<file path="config.mk">
export PLATFORM = sky130hd
export DESIGN_NAME = tpvm_sqrt_cell
export DESIGN_NICKNAME = d
export VERILOG_FILES = /design/src/hdl/tpvm_sqrt_cell.sv
export SDC_FILE = /design/constraint.sdc
export NUM_CORES = 1
export LEC_CHECK = 0
export BUFFER_PORTS_ARGS = -buffer_cell sky130_fd_sc_hd__buf_4
export CORE_AREA = 2 2 164 166
export CTS_CLUSTER_SIZE = 8
export DETAILED_ROUTE_END_ITERATION = 12
export DIE_AREA = 0 0 166 168
export GPL_ROUTABILITY_DRIVEN = 0
export PLACE_DENSITY = 0.66
export SLEW_MARGIN = 40
export SYNTH_ARGS = -nofsm -noshare
export SYNTH_HDL_FRONTEND = slang
export SYNTH_SLANG_ARGS = --single-unit
</file>
<file path="constraint.sdc">
create_clock -name clk_i -period 7.1 [get_ports clk_i]
set_clock_uncertainty 0.15 [all_clocks]
set_input_delay 1.42 -clock clk_i [delete_from_list [all_inputs] [get_ports clk_i]]
set_output_delay 1.42 -clock clk_i [all_outputs]
set_load 0.02 [all_outputs]
</file>
<file path="src/hdl/tpvm_sqrt_cell.sv">
// one digit-by-digit square root step: produces one root bit per clock
// no package dependencies; used in the square root chain of the top level
module tpvm_sqrt_cell #(
  parameter int unsigned RB   = 52,
  parameter int unsigned RADW = 104
) (
  input  logic            clk_i,
  input  logic [RB+1:0]   rem_i,
  input  logic [RB-1:0]   root_i,
  input  logic [RADW-1:0] rad_i,
  output logic [RB+1:0]   rem_o,
  output logic [RB-1:0]   root_o,
  output logic [RADW-1:0] rad_o
);

  logic [RB+3:0] cur;
  logic [RB+3:0] trial;
  logic [RB+3:0] diff;
  logic          ge;

  // bring down two radicand bits and test root*4+1
  assign cur   = {rem_i, rad_i[RADW-1 -: 2]};
  assign trial = {2'b00, root_i, 2'b01};
  assign ge    = cur >= trial;
  assign diff  = cur - trial;

  // stage register
  always_ff @(posedge clk_i) begin
    rem_o  <= ge ? diff[RB+1:0] : cur[RB+1:0];
    root_o <= {root_i[RB-2:0], ge};
    rad_o  <= {rad_i[RADW-3:0], 2'b00};
  end

endmodule

</file>
* Word level (Yosys, flattened, before mapping)
Index checks and enable logic that the tools add are counted.
Word-level totals: input bits 211, output and inout bits 210, register bits 208, logic and storage cells 6
Operators by class: add/subtract/negate cells 1, $lt $le $gt $ge 1, multiplexer cells 1
Operators by type and width (count):
- $ge 56x54->1 | 1
- $mux 54 | 1
- $sub 54x54->54 | 1

* Logic depth before layout (Yosys ltp)
Gate-level depths: netlist of run 1.
depth after elaboration 2, depth in mapped cells 14

* Worst setup path after synthesis of run 1
Ideal clock, no wire load.
path kind input to register, start point in root_i[9], end point reg rem_o[10], data required time 6829 ps, arrival time 3552 ps, path slack 3277 ps, setup time 121 ps, cell stages on the path 12, cells stage by stage inv_1 > ha_1 > buf_4 > and4_1 > nand3_1 > o21a_1 > o21ba_2 > o2111ai_1 > and2_1 > buf_6 > buf_12 > mux2_4
Between the ends: cells in the longest elaborated chain, start to end 2
RTL lines:
- from (decl) | line 9 | input logic [RB-1:0] root_i,
- $ge 56x54->1 | line 24 | assign ge = cur >= trial;
- $mux 54 | line 29 | rem_o <= ge ? diff[RB+1:0] : cur[RB+1:0];
- to (signal assigned) | line 29
- to (decl) | line 11 | output logic [RB+1:0] rem_o,
Every way passes these cells.

* Worst setup path in the final report of run 1
start point in rem_i[2], end point reg rem_o[2]
Between the ends: cells in the longest elaborated chain, start to end 2
RTL lines:
- from (decl) | line 8 | input logic [RB+1:0] rem_i,
- $ge 56x54->1 | line 24
- $mux 54 | line 29
Every way passes these cells.

==> results of run 1 <==
-- per-layer routing --
layer | up-vias | GRT usage (%) | part of all wire [%]
met5 | - | 0 | 0.043
met4 | 2 | 4.839 | 2.1
met3 | 41 | 4.843 | 7.0
met2 | 301 | 36.79 | 54
met1 | 3436 | 20.22 | 37
li1 | 3634 | - | -
-- critical path: cells and delay by family --
family                   cells  cell delay [ns]
AO/OA/AOI/OAI                4             1.06
AND/OR/NAND/NOR              3             0.71
adder cells (fa/ha/maj)      1             0.39
buffers and inverters        2             0.36
multiplexers                 1             0.35
-- registers in the layout, summed over array words and instances, names as in the netlist --
name,count
rad_o,102
rem_o,54
root_o,52
-- area by class of cell --
cell class                      count  area (um^2)  area share [%]
Sequential cell                   208         4164           32.83
Multi-Input combinational cell    500         3867           30.49
Timing Repair Buffer              420         3178           25.06
Clock buffer                       33        783.3           6.175
Tap cell                          341        426.7           3.364
Inverter                           68        255.2           2.012
Clock inverter                      1        8.758         0.06905
-- power groups by stage --
| stage | clock (uW) | sequential (uW) | combinational [uW] |
|---|---|---|---|
| after global routing | 1330 | 1340 | 1010 |
| after detailed placement | 0 | 1350 | 949 |
| after floorplan | 0 | 1510 | 407 |
| final | 1240 | 1330 | 943 |
| after global placement | 0 | 1350 | 939 |
| after CTS | 1280 | 1330 | 953 |
-- kinds of logic (layout without fill, tap and decap cells) --
family                     after synthesis  in the layout
DFF                                    208            208
and+or+nand+nor                        166            166
other                                    1              2
adders and majority gates               54             54
xor gates and xnor gates                52             52
AOI/OAI and AO/OA                      178            178
buffers and inverters                  104            522
muxes                                   48             48
-- worst max path at each step --
stage          startpoint        end  slack (ns)
2_1_floorplan   root_i[9]  rem_o[10]        3.28
3_3_place_gp    root_i[3]   rem_o[2]        2.23
3_5_place_dp    root_i[3]  rem_o[15]        2.43
4_1_cts         root_i[3]   rem_o[2]        3.02
5_1_grt         root_i[3]  rem_o[18]        2.86
6_report         rem_i[2]   rem_o[2]        3.05
-- cell usage in the layout, fill, tap and decap left out, types with 5 or more instances in the layout --
cell type and count:
a21oi_1 56, ha_1 54, nor4_1 5, xnor2_1 35, xor2_1 17, nor3_1 9, a21o_1 23, mux2_4 46
o21bai_1 9, clkbuf_16 31, buf_4 418, o21a_1 8, o21ai_0 21, dfxtp_1 208, nand2_1 47, nor2b_1 5
a31oi_1 9, nand4_1 25, o21ai_1 7, inv_1 68, nand3_1 10, nor2_1 42
-- per-stage QoR --
step	utilization (%)	hold WS, ns	power, uW	setup slack [ns]	cells
finish	48.13	0.8336	3515	3.050	1571
global route	48.13	0.8056	3676	2.863	1571
CTS	48.13	0.7977	3564	3.022	1571
detailed placement	45.13	1.375	2302	2.431	1537
global placement	44.98	1.375	2292	2.225	1535
floorplan	-	1.298	1918	3.277	812
==> flow_summary.toml, run 1 <==
[grt]
grt_pass1_wl_um = 41960
grt_max_degree = 23
antenna_found_initial = 1
grt_pass1_vias = 7554
grt_usage_pct = 18.91
grt_overflow = 0

[sta]
tns_ns = 0
slew_headroom_pct = 56.40
grt_setup_unrepaired = "no"
period_share_pct = 57.04
hold_viol_final = 0
report.final.slew_viol_count = 0
finalSetupViolCount = 0
timing.fmax_mhz = 246.9
fin_crit_ns = 4.050
worstMarginPinSlew_ns = 0.6490

[worst_setup_path]
required_ns = 7.36
cp_max_fo = 22
crit_slowest_cell = "and2_4"
setup.worst_path.class = "primary input to register"
startpoint_type = "primary input"
crit_chain = "buf_4, ha_1, nand3_1, a21oi_1, nor3_2, o21a_1, o21ba_2, o2111ai_1, and2_4, buf_12, mux2_2"
max_stage_delay_ns = 0.48
arrival_ns = 4.31
worstSetupEndpointType = "register"

[synthesis]
synth_top_family_by_area = "compound AO/OA/AOI/OAI gates"
synth_top_area_share_pct = 48.65
synth_cell_type_count = 67
synthArstFlopShare_pct = 0
synth.yosys.seq_area_share_pct = 48.65
synth-seq-cells = 208
synth_flop_cell = "dfxtp_1"
synth_edf_count = 0
synth_common_cells = "208 x dfxtp_1, 68 x inv_1, 56 x a21oi_1, 54 x ha_1, 47 x nand2_1"
synth-simple-area-share_pct = 9.531
synth_top_cell_by_area = "dfxtp_1"
synth-warning-count = 0
yosys.area_share.xor_xnor_pct = 5.321
yosysMostFrequentCell = "dfxtp_1"
synth_compound_area_share_pct = 14.00
syn_avg_cell_area_um2 = 10.55
synthTopCellsByArea = "dfxtp_1 49%, mux2_4 8.1%, ha_1 7.9%, xnor2_1 3.6%, a21oi_1 3.3%"
syn_inst = 811
syn-cell-area_um2 = 8559
synthMuxAreaShare_pct = 8.317
synthAdderAreaFrac_pct = 7.894

[floorplanning]
start_util_pct = 32.48
io_pins = 421
dieArea_um2 = 27890
die_w_um = 166
core_um2 = 26350
floorplan.die.height_um = 168
rows = 60

[pwr]
pwr-share-clk_pct = 35.3
intPower_uw = 2509
power_leakage_uw = 0.006282
power_density_nw_per_um2 = 277.1
switching_share_pct = 28.62
combPwrFrac_pct = 26.8
irDropWorstVdd_mv = 0.2484
p_sw_uw = 1006
p_seq_share_pct = 37.9

[clock_network]
cts-htree-levels = 1
numCtsBuffers = 30
cts-root-buf = "clkbuf_16"
cts.repair.resized = 0
hold_buffers = 0
post_cts_buffers = 0
ctsLongestPathBuffers = 3
path_clk_slew_ns = 0.06
cts_sinks = 208
cts_tree = "done"

[routing]
ant_nets = 0
routedWlPerCell_um = 17.62
drtPass1Iterations = 5
drc = 0
via_per_inst = 4.719
vias = 7414
first_iter_violations = 266
routed_wl_um = 27680

[layout]
drive_gt1_share_pct = 42.20
syn2layout_area_growth_pct = 48.18
fillers = 2490
final_area_um2 = 12680
final_nets = 1493
antennaDiodeCount = 0

[run_status]
status = "complete, no violations"

[flow_run]
drv_cap = 0

[placement]
hpwl_um = 22570
placed_area_um2 = 11890
portBuffers = 418

[hold_path]
min_from = "rad_i[96]"
whs_endpoint = "rad_o[98]"
whs_path_depth = 1
hold_path_class = "primary input to register"
Power figures use the tool's default switching activity.
==> run 2: changes to the inputs <==
ABC_AREA = 1   (was unset)
CORE_AREA = 2 2 165 167   (was 2 2 164 166)
DIE_AREA = 0 0 167 169   (was 0 0 166 168)
PLACE_DENSITY = 0.72   (was 0.66)
clock period = 3.95 ns   (was 7.1 ns; I/O delays follow)
==> flow_summary.toml, run 2 <==
[worst_setup_path]
cp_max_fo = 28
arrival_ns = 3.19
startpoint_type = "primary input"
max_stage_delay_ns = 0.36
crit_chain = "buf_4, ha_1, nand2_1, inv_2, nand2_1, nand2_1, inv_1, nand2_1, nand2_1, nand3b_1, nand2_1, nand3_4, buf_4, nand2_1, o21ai_1"
crit_slowest_cell = "buf_4"
worstSetupEndpointType = "register"
path_common_cell = "nand2_1"
setup.worst_path.class = "primary input to register"
required_ns = 4.23

[synthesis]
syn-cell-area_um2 = 10090
yosysMostFrequentCell = "nand2_1"
synth_edf_count = 0
synth-warning-count = 0
synth_cell_type_count = 31
syn_inst = 1493
synth-seq-cells = 208
synthTopCellsByArea = "dfxtp_1 41%, nand2_1 20%, inv_1 13%, ha_1 6.7%, nor2_1 3.3%"
synth_top_area_share_pct = 41.28
synth.yosys.seq_area_share_pct = 41.28
synth_top_cell_by_area = "dfxtp_1"
synthArstFlopShare_pct = 0
synth_common_cells = "544 x nand2_1, 343 x inv_1, 208 x dfxtp_1, 90 x nor2_1, 62 x nand3_1"
syn_avg_cell_area_um2 = 6.756
synth_flop_cell = "dfxtp_1"

[clock_network]
ctsLongestPathBuffers = 3
post_cts_buffers = 0
hold_buffers = 0
numCtsBuffers = 30
path_clk_slew_ns = 0.06
cts.repair.resized = 0
cts-root-buf = "clkbuf_16"
cts-htree-levels = 1
cts_sinks = 208
cts_tree = "done"

[sta]
finalSetupViolCount = 0
tns_ns = 0
grt_setup_unrepaired = "no"
period_share_pct = 73.56
hold_viol_final = 0
report.final.slew_viol_count = 0
timing.fmax_mhz = 344.1
fin_crit_ns = 2.906

[flow_run]
drv_cap = 0

[grt]
grt_overflow = 0
grt_pass1_wl_um = 55700
grt_usage_pct = 25.36
grt_max_degree = 35
grt_pass1_vias = 10190
antenna_found_initial = 2

[placement]
portBuffers = 418
hpwl_um = 31050

[floorplanning]
dieArea_um2 = 28220
floorplan.die.height_um = 169
die_w_um = 167
rows = 60
start_util_pct = 38.06
io_pins = 421
core_um2 = 26500

[pwr]
power_density_nw_per_um2 = 431.7
irDropWorstVdd_mv = 0.4423
p_total_uw = 6191
power_leakage_uw = 0.008339

[routing]
first_iter_violations = 821
routedWlPerCell_um = 16.49
via_per_inst = 4.676
ant_nets = 0
vias = 10650
routed_wl_um = 37550
drc = 0
drtPass1Iterations = 7

[layout]
largest_register = "rad_o"
seqCellArea_um2 = 4164
final_nets = 2195
layout_commonest_cell = "nand2_1"
drive_gt1_share_pct = 24.52
top_regs = "rad_o: 102 flops, rem_o: 54 flops, root_o: 52 flops"
syn2layout_area_growth_pct = 42.17
largest_reg_flops = 102
fillers = 2567
multi_input_area_um2 = 4467
mostFrequentLayoutCells = "544 x nand2_1, 422 x buf_4, 343 x inv_1, 208 x dfxtp_1, 90 x nor2_1"

[hold_path]
whs_path_depth = 1
whs_endpoint = "rad_o[45]"
hold_path_class = "primary input to register"
min_from = "rad_i[43]"

[run_status]
status = "complete, no violations"
[run 2: power by group]
part | internal, uW | switching, uW | leakage, uW
Clock | 1330 | 865 | 0.000380
Sequential | 2310 | 58.9 | 0.00175
Combinational | 650 | 982 | 0.00620
[run 2: logic make-up after synthesis]
group / count (synthesis) / share of synthesized area (%)
fa+ha+maj: 54 / 6.698
other cells: 1 / 0.03718
flops: 208 / 41.28
xor+xnor: 29 / 2.518
simple gates: 772 / 31.73
buf+inv: 366 / 14.48
compound gates: 63 / 3.262
[run 2: worst max-delay path, delay by kind of cell]
kind                     cells  cell delay, ns
AO/OA/AOI/OAI                1            0.06
adder cells (fa/ha/maj)      1            0.34
buffers and inverters        4            0.58
AND/OR/NAND/NOR              9            1.39
[run 2: worst max-delay path by stage]
| stage | to | cells past startpoint | slack [ns] | from |
|---|---|---|---|---|
| 6_report | rem_o[9] | 15 | 1.04 | rem_i[5] |
| 5_1_grt | rem_o[10] | 16 | 0.87 | root_i[5] |
| 2_1_floorplan | rem_o[41] | 13 | 1.41 | root_i[47] |
| 3_5_place_dp | rem_o[11] | 15 | 0.55 | rem_i[4] |
| 4_1_cts | rem_o[9] | 15 | 1.11 | rem_i[4] |
| 3_3_place_gp | rem_o[3] | 14 | 0.56 | root_i[21] |
[run 2: layout make-up]
class / count / area share (%)
multi-input combinational: 920 / 31.15
antenna: 3 / 0.05235
timing repair buffer: 423 / 22.23
tap: 341 / 2.975
sequential: 208 / 29.03
clock buffer: 33 / 5.313
clock inverter: 2 / 0.1658
inverter: 347 / 9.082
[run 2: metal layers]
metal  global-route usage [%]  up-vias  share of wire (%)
met2                    46.77      512                 50
met1                    28.54     4740                 38
met4                    8.996        0                4.0
met3                    5.845       90                8.3
met5                        0        -                  0
li1                         -     5306                  -
[run 2: metrics by stage]
stage	hold slack, ns	worst slack (ns)	cells	util, %	cell area [um^2]
6_report	0.1854	1.044	2277	54.12	14340
4_1_cts	0.1689	1.113	2274	54.09	14330
3_5_place_dp	0.7455	0.5470	2239	51.12	13550
3_3_place_gp	0.7446	0.5564	2239	51.12	13550
5_1_grt	0.1643	0.8660	2274	54.09	14330
2_1_floorplan	0.6677	1.407	1494	-	10090
