File: config.mk
export PLATFORM = sky130hd
export DESIGN_NAME = tpvm_div_cell
export DESIGN_NICKNAME = d
export VERILOG_FILES = /design/src/hdl/tpvm_div_cell.sv
export SDC_FILE = /design/constraint.sdc
export NUM_CORES = 1
export LEC_CHECK = 0
export ABC_AREA = 1
export BUFFER_PORTS_ARGS = -buffer_cell sky130_fd_sc_hd__buf_2
export CELL_PAD_IN_SITES_DETAIL_PLACEMENT = 0
export CELL_PAD_IN_SITES_GLOBAL_PLACEMENT = 1
export CORE_ASPECT_RATIO = 1.5
export CORE_MARGIN = 3
export CORE_UTILIZATION = 37
export DETAILED_ROUTE_END_ITERATION = 10
export GPL_TIMING_DRIVEN = 0
export HOLD_SLACK_MARGIN = 0.06
export PLACE_DENSITY = 0.91
export SYNTH_ARGS = -nofsm -noshare
export SYNTH_HDL_FRONTEND = slang
export SYNTH_SLANG_ARGS = --single-unit
File: constraint.sdc
create_clock -name clk_i -period 4.35 [get_ports clk_i]
set_input_delay 0.2175 -clock clk_i [delete_from_list [all_inputs] [get_ports clk_i]]
set_output_delay 0.2175 -clock clk_i [all_outputs]
set_load 0.005 [all_outputs]
File: src/hdl/tpvm_div_cell.sv
// one restoring division step: produces one quotient bit per clock
// no package dependencies; used in the divider chains of the top level
module tpvm_div_cell #(
  parameter int unsigned DW = 50,
  parameter int unsigned QB = 33
) (
  input  logic          clk_i,
  input  logic [DW-1:0] rem_i,
  input  logic [DW-1:0] den_i,
  input  logic [QB-1:0] ql_i,
  output logic [DW-1:0] rem_o,
  output logic [DW-1:0] den_o,
  output logic [QB-1:0] ql_o
);

  logic [DW:0]   trial;
  logic          ge;
  logic [DW:0]   diff;
  logic [DW-1:0] rem_d;
  logic [QB-1:0] ql_d;

  // shift in the next dividend bit and try a subtract
  assign trial = {rem_i, ql_i[QB-1]};
  assign ge    = trial >= {1'b0, den_i};
  assign diff  = trial - {1'b0, den_i};
  assign rem_d = ge ? diff[DW-1:0] : trial[DW-1:0];
  assign ql_d  = {ql_i[QB-2:0], ge};

  // stage register
  always_ff @(posedge clk_i) begin
    rem_o <= rem_d;
    den_o <= den_i;
    ql_o  <= ql_d;
  end

endmodule

---- Word level (Yosys, flattened, before mapping) ----
Index checks and enable logic that the tools add are counted.
operators by class
  add/sub/neg operators ................... 1
  muxes and demuxes ....................... 1
  $lt $le $gt $ge ......................... 1
operators with widths
  kind            count
  $ge 51x50->1    1
  $mux 50         1
  $sub 50x50->50  1
word-level totals
  register bits ........................... 133
  logic and storage cells ................. 6
  output and inout port bits .............. 133
  input bits .............................. 134

---- Depth between registers and ports, before layout ----
Gate-level depths: netlist (run 1).
  depth after elaboration ................. 2
  mapped depth ............................ 16
  depth with buffers taken out ............ 15

---- Worst setup path after synthesis (run 1) ----
Ideal clock, no wire load.
  kind .................................... input to register
  start ................................... input port den_i[25]
  end ..................................... register rem_o[33]
  buffers on the path ..................... 2
  arrival ................................. 1800 ps
  stages on the path ...................... 14
  library setup time ...................... 113 ps
  slack ................................... 2437 ps
  required time ........................... 4237 ps
  path through ............................ inv_1 -> ha_1 -> nand2_1 -> inv_1 -> a21oi_1 -> nand2_1 -> nand2_1 -> nand2_1 -> a21oi_4 -> nand3_4 -> buf_12 -> buf_8 -> nand3_1 -> nand2_1
between the ends
  word-level cells in the longest chain between the ends .. 2
  elaborated cells between the ends (all ways) .. 3
  those cells by class .................... add/sub: 1; order compare: 1; mux: 1
RTL lines
  what                                                   line    RTL
  start, declared                                        9       input logic [DW-1:0] den_i,
  $sub 50x50->50 / $ge 51x50->1 (equally long branches)  25, 24
  $mux 50 *                                              26      assign rem_d = ge ? diff[DW-1:0] : trial[DW-1:0];
  via rem_d[33]                                          19      logic [DW-1:0] rem_d;
  end signal, assigned                                   31      rem_o <= rem_d;
  end, declared                                          11      output logic [DW-1:0] rem_o,
Mark *: on every way through the listed nets, which the timed path passes. The rest lies on a longest branch.

---- Worst setup path in the final report (run 1) ----
  start ................................... input port rem_i[24]
  end ..................................... register rem_o[42]
between the ends
  word-level cells in the longest chain between the ends .. 2
  elaborated cells between the ends (all ways) .. 3
  those cells by class .................... add/sub: 1; order compare: 1; mux: 1
RTL lines
  what                                                   line    RTL
  start, declared                                        8       input logic [DW-1:0] rem_i,
  $sub 50x50->50 / $ge 51x50->1 (equally long branches)  25, 24
  $mux 50 *                                              26
  via rem_d[42]                                          19
Marked as above.

==> out/results.tsv, run 1 <==
stage	metric	value	unit
clock_tree	cts_inserted_buffers	17	
logic_synthesis	yosysUniqueCellTypes	35	
placement	pre_cts_slack	1.50	ns
critical_path	required	4.66	ns
critical_path	path_cells	dlygate4sd3_1 -> buf_2 -> ha_1 -> nand2_1 -> inv_1 -> a21oi_1 -> nand2_1 -> nand2_1 -> nand2_1 -> a21oi_4 -> nand3_4 -> buf_12 -> buf_6 -> nand3_1 -> nand2_1	
logic_synthesis	ys_top_cells_by_count	454 x nand2_1, 279 x inv_1, 133 x dfxtp_1, 87 x nor2_1, 50 x ha_1	
critical_path	arrival	3.23	ns
floorplan	die_x	126	um
placement	dpl-instance-area	9700	um^2
floorplan	io_pins	267	
logic_synthesis	post-synth-top-count-cell	nand2_1	
power	vdd_drop_max	0.250	mV
global_routing	grt_max_degree	17	
timing	final-max-slew-violation-count	0	
global_routing	antenna_found_initial	0	
timing	max_freq	342	MHz
timing	final_hold_viol_count	0	
clock_tree	cts_buffer_depth	2	
drt	vias	8754	
floorplan	rows	65	
placement	gp_congestion	0.918	
worst_hold_path	min_from	rem_i[33]	
logic_synthesis	ys_seq_area_frac	0.331	
clock_tree	htreeDepth	4	
logic_synthesis	synth_top_area_frac	0.331	
logic_synthesis	syn_nets	1449	
clock_tree	postCtsResizedCells	0	
critical_path	cp_slowest_cell	dlygate4sd3_1	
global_routing	grt_pass1_vias	9037	
final_layout	area_growth	43.1	%
critical_path	start_kind	primary input	
global_routing	grt_pass1_wl	45.7	mm
logic_synthesis	syn_inst	1264	
run_status	status	completed	
drt	dr.pass1.iters	6	
clock_tree	postCtsSetupBuffers	0	
logic_synthesis	synth_edf_count	0	
clock_tree	cts_tree	built	
timing	layout_min_cycle_time	2.92	ns
critical_path	crit_fanout	10	
drt	drtIter0Drc	308	
drt	avgViaCountPerCell	4.49	
floorplan	die_area	23600	um^2
final_layout	fin_area	11500	um^2
clock_tree	cts_root_buf	clkbuf_16	
drt	wirelength	29.4	mm
worst_hold_path	hold_path_end	rem_o[34]	
timing	setup_viol	0	
timing	worstMarginPinSlew	0.598	ns
drt	drc	0	
clock_tree	clk_pin_slew	0.06	ns
logic_synthesis	synthTopCellsByArea	dfxtp_1 33%, nand2_1 21%, inv_1 13%	
timing	slew_headroom	0.601	
final_layout	insertedDiodeCount	0	
logic_synthesis	synth_area	8030	um^2
floorplan	die_h	186	um
final_layout	fillers	2179	
timing	setup_slack	1.43	ns
logic_synthesis	synth_top_area_cell	dfxtp_1	
power	total_power	3.90	mW
placement	hpwlAfterDp	23.5	mm
logic_synthesis	avgSynthCellArea	6.36	um^2
logic_synthesis	synth-seq-cells	133	
floorplan	core_area	21200	um^2
logic_synthesis	synth_ff_type	dfxtp_1	
critical_path	max_stage_delay	0.54	ns
worst_hold_path	hold_class	primary input to flip-flop	
power	power_density	339	nW/um^2
job	cap_violations	0	
final_layout	fin_nets	1854	
worst_hold_path	hold_depth	3	
placement	port_buffers	266	
clock_tree	cts.sinks	133	
drt	ant_nets	0	
timing	post-route-period-util	0.672	
timing	fin_setup_tns	0	ns
critical_path	end_kind	flip-flop	
critical_path	crit_top_cell	nand2_1	
logic_synthesis	synth-async-reset-ratio	0	
global_routing	grt_overflow	0	
floorplan	start_util	0.378	
timing	rsz0062_at_grt	false	
global_routing	grt_util_all_layers	0.249	
logic_synthesis	yosys_warnings	0	
drt	wire_per_inst	15.1	um
critical_path	critPathKind	primary input to flip-flop	
final_layout	final_layout_size_suffix_gt1_frac	0.208	
power	leakage	6.62	nW
timing	hold_ws	0.0746	ns
clock_tree	holdBufCountCts	120	
## cells in the final DEF, fill, tap and decap left out, drive strengths merged, types with 29 or more instances in the layout
cell type    instances
nand2              459
inv                296
buf                274
dfxtp              133
dlygate4sd3        120
nor2                99
nand3               56
ha                  50
nand4               34
xor2                29
o21ai               29
clkbuf              29
## stage by stage
stage,instances,util
after global placement,1798,0.457
final,1950,0.542
after global routing,1950,0.542
after floorplan,1264,-
after detailed placement,1798,0.457
after CTS,1950,0.542
## metal layers
metal / track usage / up-vias / wire length [um]
met5: 0 / - / 0
met4: 0.130 / 0 / 1370
met3: 0.0398 / 56 / 1210
met2: 0.492 / 239 / 16300
met1: 0.239 / 3865 / 10500
li1: - / 4594 / -
## state kept, by name, summed over array words and instances, names as in the netlist
register  cells
rem_o        50
ql_o         33
den_o        50
## critical path, delay by kind of cell
| kind | cells | cell delay [ns] |
|---|---|---|
| buffers and inverters | 5 | 1.07 |
| and+or+nand+nor | 7 | 0.97 |
| AOI/OAI and AO/OA | 2 | 0.63 |
| adders and majority gates | 1 | 0.35 |
## where the power goes
group / leakage [nW] / switching, mW / total [mW] / internal (mW)
clock network: 0.291 / 0.531 / 1.46 / 0.927
registers: 1.12 / 0.0330 / 1.39 / 1.36
logic: 5.21 / 0.612 / 1.06 / 0.444
total: 6.62 / 1.18 / 3.90 / 2.73
## area by class of cell
| class | count | area [um^2] | share of cell area |
|---|---|---|---|
| Multi-Input combinational cell | 820 | 4160 | 0.362 |
| Sequential cell | 133 | 2660 | 0.232 |
| Timing Repair Buffer | 386 | 2530 | 0.220 |
| Inverter | 297 | 1110 | 0.0970 |
| Clock buffer | 23 | 468 | 0.0407 |
| Tap cell | 268 | 335 | 0.0292 |
| Clock inverter | 9 | 126 | 0.0110 |
| Buffer | 14 | 100 | 0.00871 |
## logic make-up (layout without fill, tap and decap cells)
family | count (synthesis) | after routing | synth area share
simple gates | 678 | 678 | 0.363
buf+inv | 311 | 729 | 0.151
flops | 133 | 133 | 0.331
compound gates | 62 | 62 | 0.0419
fa+ha+maj | 51 | 51 | 0.0804
xor+xnor | 29 | 29 | 0.0316
## worst max-delay path by stage
stage                           end       from  cells past startpoint
after floorplan           rem_o[33]  den_i[25]                     14
after global placement    rem_o[42]  rem_i[25]                     14
after detailed placement  rem_o[42]  rem_i[25]                     14
after CTS                 rem_o[42]  rem_i[24]                     15
after global routing      rem_o[41]  den_i[25]                     14
final                     rem_o[42]  rem_i[24]                     15
No activity file was read; power rests on OpenSTA's default activity.
==> run 2: changes to the inputs <==
==> config.mk (replaced) <==
export PLATFORM = sky130hd
export DESIGN_NAME = tpvm_div_cell
export DESIGN_NICKNAME = d
export VERILOG_FILES = /design/src/hdl/tpvm_div_cell.sv
export SDC_FILE = /design/constraint.sdc
export NUM_CORES = 1
export LEC_CHECK = 0
export ABC_AREA = 0
export BUFFER_PORTS_ARGS = -buffer_cell sky130_fd_sc_hd__buf_2
export CELL_PAD_IN_SITES_DETAIL_PLACEMENT = 0
export CELL_PAD_IN_SITES_GLOBAL_PLACEMENT = 1
export CORE_ASPECT_RATIO = 1.5
export CORE_MARGIN = 3
export CORE_UTILIZATION = 31
export DETAILED_ROUTE_END_ITERATION = 10
export GPL_TIMING_DRIVEN = 0
export HOLD_SLACK_MARGIN = 0.06
export PLACE_DENSITY = 0.82
export SYNTH_ARGS = -nofsm -noshare
export SYNTH_HDL_FRONTEND = slang
export SYNTH_SLANG_ARGS = --single-unit
==> constraint.sdc (replaced) <==
create_clock -name clk_i -period 2.5 [get_ports clk_i]
set_input_delay 0.125 -clock clk_i [delete_from_list [all_inputs] [get_ports clk_i]]
set_output_delay 0.125 -clock clk_i [all_outputs]
set_load 0.005 [all_outputs]
==> out/results.tsv, run 2 <==
stage	metric	value	unit
logic_synthesis	synth_adder_area_share	0.101	
power	clock_power_share	0.387	
power	vdd_drop_max	0.381	mV
floorplan	start_util	0.320	
final_layout	final_layout_size_suffix_gt1_frac	0.329	
global_routing	grt_overflow	0	
critical_path	crit_fanout	6	
timing	final-max-slew-violation-count	0	
power	p_sw	1.93	mW
critical_path	start_kind	primary input	
clock_tree	cts_root_buf	clkbuf_16	
logic_synthesis	synth_top_area_frac	0.415	
drt	wire_per_inst	15.3	um
logic_synthesis	post-synth-top-count-cell	dfxtp_1	
drt	ant_nets	0	
floorplan	io_pins	267	
run_status	status	completed	
critical_path	cp_slowest_cell	a211o_4	
critical_path	end_kind	flip-flop	
power	swShare	0.281	
drt	dr.pass1.iters	5	
logic_synthesis	synth_ff_type	dfxtp_1	
floorplan	die_area	22500	um^2
power	internal_power	4.93	mW
drt	drc	0	
power	power_density	665	nW/um^2
logic_synthesis	synth_top_family_by_area	compound AO/OA/AOI/OAI gates	
floorplan	die_x	123	um
placement	dpl-instance-area	8080	um^2
power	total_power	6.86	mW
logic_synthesis	yosys_warnings	0	
critical_path	critPathBufInv	3	
logic_synthesis	synth_compound_area_frac	0.209	
floorplan	die_h	182	um
critical_path	arrival	2.75	ns
timing	final_hold_viol_count	0	
clock_tree	cts.sinks	133	
clock_tree	clk_pin_slew	0.06	ns
logic_synthesis	synth_xor_area_frac	0.0573	
logic_synthesis	synthSimpleGateAreaFrac	0.145	
timing	fin_setup_tns	0	ns
timing	layout_min_cycle_time	2.44	ns
drt	vias	6772	
logic_synthesis	synth_edf_count	0	
global_routing	grt_pass1_vias	7023	
logic_synthesis	syn_nets	912	
critical_path	max_stage_delay	0.40	ns
timing	slew_headroom	0.484	
logic_synthesis	synth-async-reset-ratio	0	
critical_path	cp_top_family	compound AO/OA/AOI/OAI gates	
final_layout	area_growth	61.0	%
global_routing	grt_max_degree	17	
logic_synthesis	synth_area	6410	um^2
clock_tree	cts_inserted_buffers	17	
logic_synthesis	synth_top_area_cell	dfxtp_1	
clock_tree	htreeDepth	4	
placement	port_buffers	266	
job	cap_violations	0	
power	leakage	4.96	nW
global_routing	grt_pass1_wl	34.1	mm
timing	post-route-period-util	0.978	
logic_synthesis	syn_inst	727	
placement	gp_congestion	0.807	
logic_synthesis	yosysUniqueCellTypes	70	
logic_synthesis	ys_top_cells_by_count	133 x dfxtp_1, 84 x nand2_1, 69 x o21ai_0, 65 x inv_1, 64 x a21oi_1	
final_layout	fin_util	0.516	
timing	hold_ws	0.172	ns
floorplan	core_area	20000	um^2
final_layout	most-common-layout-cells	271 x buf_2, 133 x dfxtp_1, 133 x dlygate4sd3_1	
final_layout	layout_commonest_cell	buf_2	
global_routing	antenna_found_initial	4	
final_layout	fin_nets	1335	
critical_path	critPathKind	primary input to flip-flop	
logic_synthesis	synth.mux.area_fraction	0.0109	
final_layout	fin_area	10300	um^2
critical_path	required	2.81	ns
logic_synthesis	synth-seq-cells	133	
worst_hold_path	hold_class	primary input to flip-flop	
placement	hpwlAfterDp	16.5	mm
logic_synthesis	avgSynthCellArea	8.82	um^2
global_routing	grt_util_all_layers	0.193	
clock_tree	cts_buffer_depth	2	
drt	drtIter0Drc	299	
drt	avgViaCountPerCell	4.76	
final_layout	top_regs	den_o: 50 flops, rem_o: 50 flops, ql_o: 33 flops	
critical_path	path_cells	buf_6 -> inv_4 -> ha_4 -> inv_2 -> fa_2 -> a211oi_2 -> o211ai_1 -> nand4_1 -> a21oi_4 -> or3_4 -> a211o_4 -> a211oi_4 -> xor2_1 -> o21ai_1	
logic_synthesis	synthTopCellsByArea	dfxtp_1 42%, ha_1 9.8%, o21ai_0 5.4%	
clock_tree	cts_tree	built	
floorplan	rows	63	
power	pwr-share-seq	0.354	
power	p_comb_frac	0.259	
timing	setup_viol	0	
timing	max_freq	409	MHz
logic_synthesis	ys_seq_area_frac	0.415	
timing	worstMarginPinSlew	0.766	ns
timing	rsz0062_at_grt	true	
drt	wirelength	21.8	mm
==> run 2: changes by cell type after synthesis, sizes merged, moves of 9 or more <==
cell    previous run  this run
nand3             56        14
o21ai             29        74
nand4             34        14
xnor2              0        22
inv              296        65
nand2            459        85
and3               0         9
a21o               0        22
nand3b            16         0
xor2              29        20
nor2              99        25
a21oi             27        65
==> run 2: power by group through the flow <==
stage,combinational (mW),clock (mW),sequential [mW]
after floorplan,0.837,0,2.52
after global placement,1.52,0,2.47
after detailed placement,1.53,0,2.47
after CTS,1.73,2.73,2.43
after global routing,1.96,2.82,2.45
final,1.78,2.66,2.43
==> run 2: final cells by class <==
| type | instances | area [um^2] |
|---|---|---|
| fillers | 1898 | 9690 |
| multi-input cells | 504 | 3560 |
| repair buffers | 410 | 2750 |
| flip-flops and latches | 133 | 2660 |
| clock buffers | 23 | 498 |
| well taps | 260 | 325 |
| inverters | 65 | 246 |
| clock inverters | 9 | 139 |
| plain buffers | 19 | 139 |
| diodes | 1 | 2.50 |
==> run 2: path summary, 6_finish.rpt <==
path | startpoint | end | slack [ns] | depth (start not counted)
setup / recovery | ql_i[32] | rem_o[48] | 0.06 | 14
hold / removal | rem_i[0] | rem_o[1] | 0.17 | 3
==> run 2: cells by family after synthesis <==
group | Yosys count
AOI/OAI and AO/OA | 216
muxes | 6
xor gates and xnor gates | 42
buffers and inverters | 90
adders and majority gates | 51
and+or+nand+nor | 189
DFF | 133
==> run 2: metrics by stage <==
step	setup slack, ns	std cells
2_1_floorplan	-0.0162	727
3_3_place_gp	-0.706	1253
3_5_place_dp	-0.706	1253
4_1_cts	-0.0143	1423
5_1_grt	-0.0676	1424
6_report	0.0554	1424
==> run 2: what timing repair did <==
action / CTS / global route
resized for setup: 19 / 40
endpoints found under the hold margin: 132 / 0
pin swaps: 8 / 9
buffers inserted: 5 / 6
setup endpoints to repair: 50 / 39
hold buffers: 133 / 0
==> run 2: layer usage <==
metal	vias up	wire [um]	GRT usage
met1	3133	8220	0.201
met2	211	11900	0.368
met5	-	30	0
met3	28	1350	0.0431
li1	3394	-	-
met4	6	350	0.0665
==> run 2: tightest hold or removal path, stage by stage <==
cell and delay (ns):
buf_2 0.12, fa_2 0.19, mux2_2 0.13
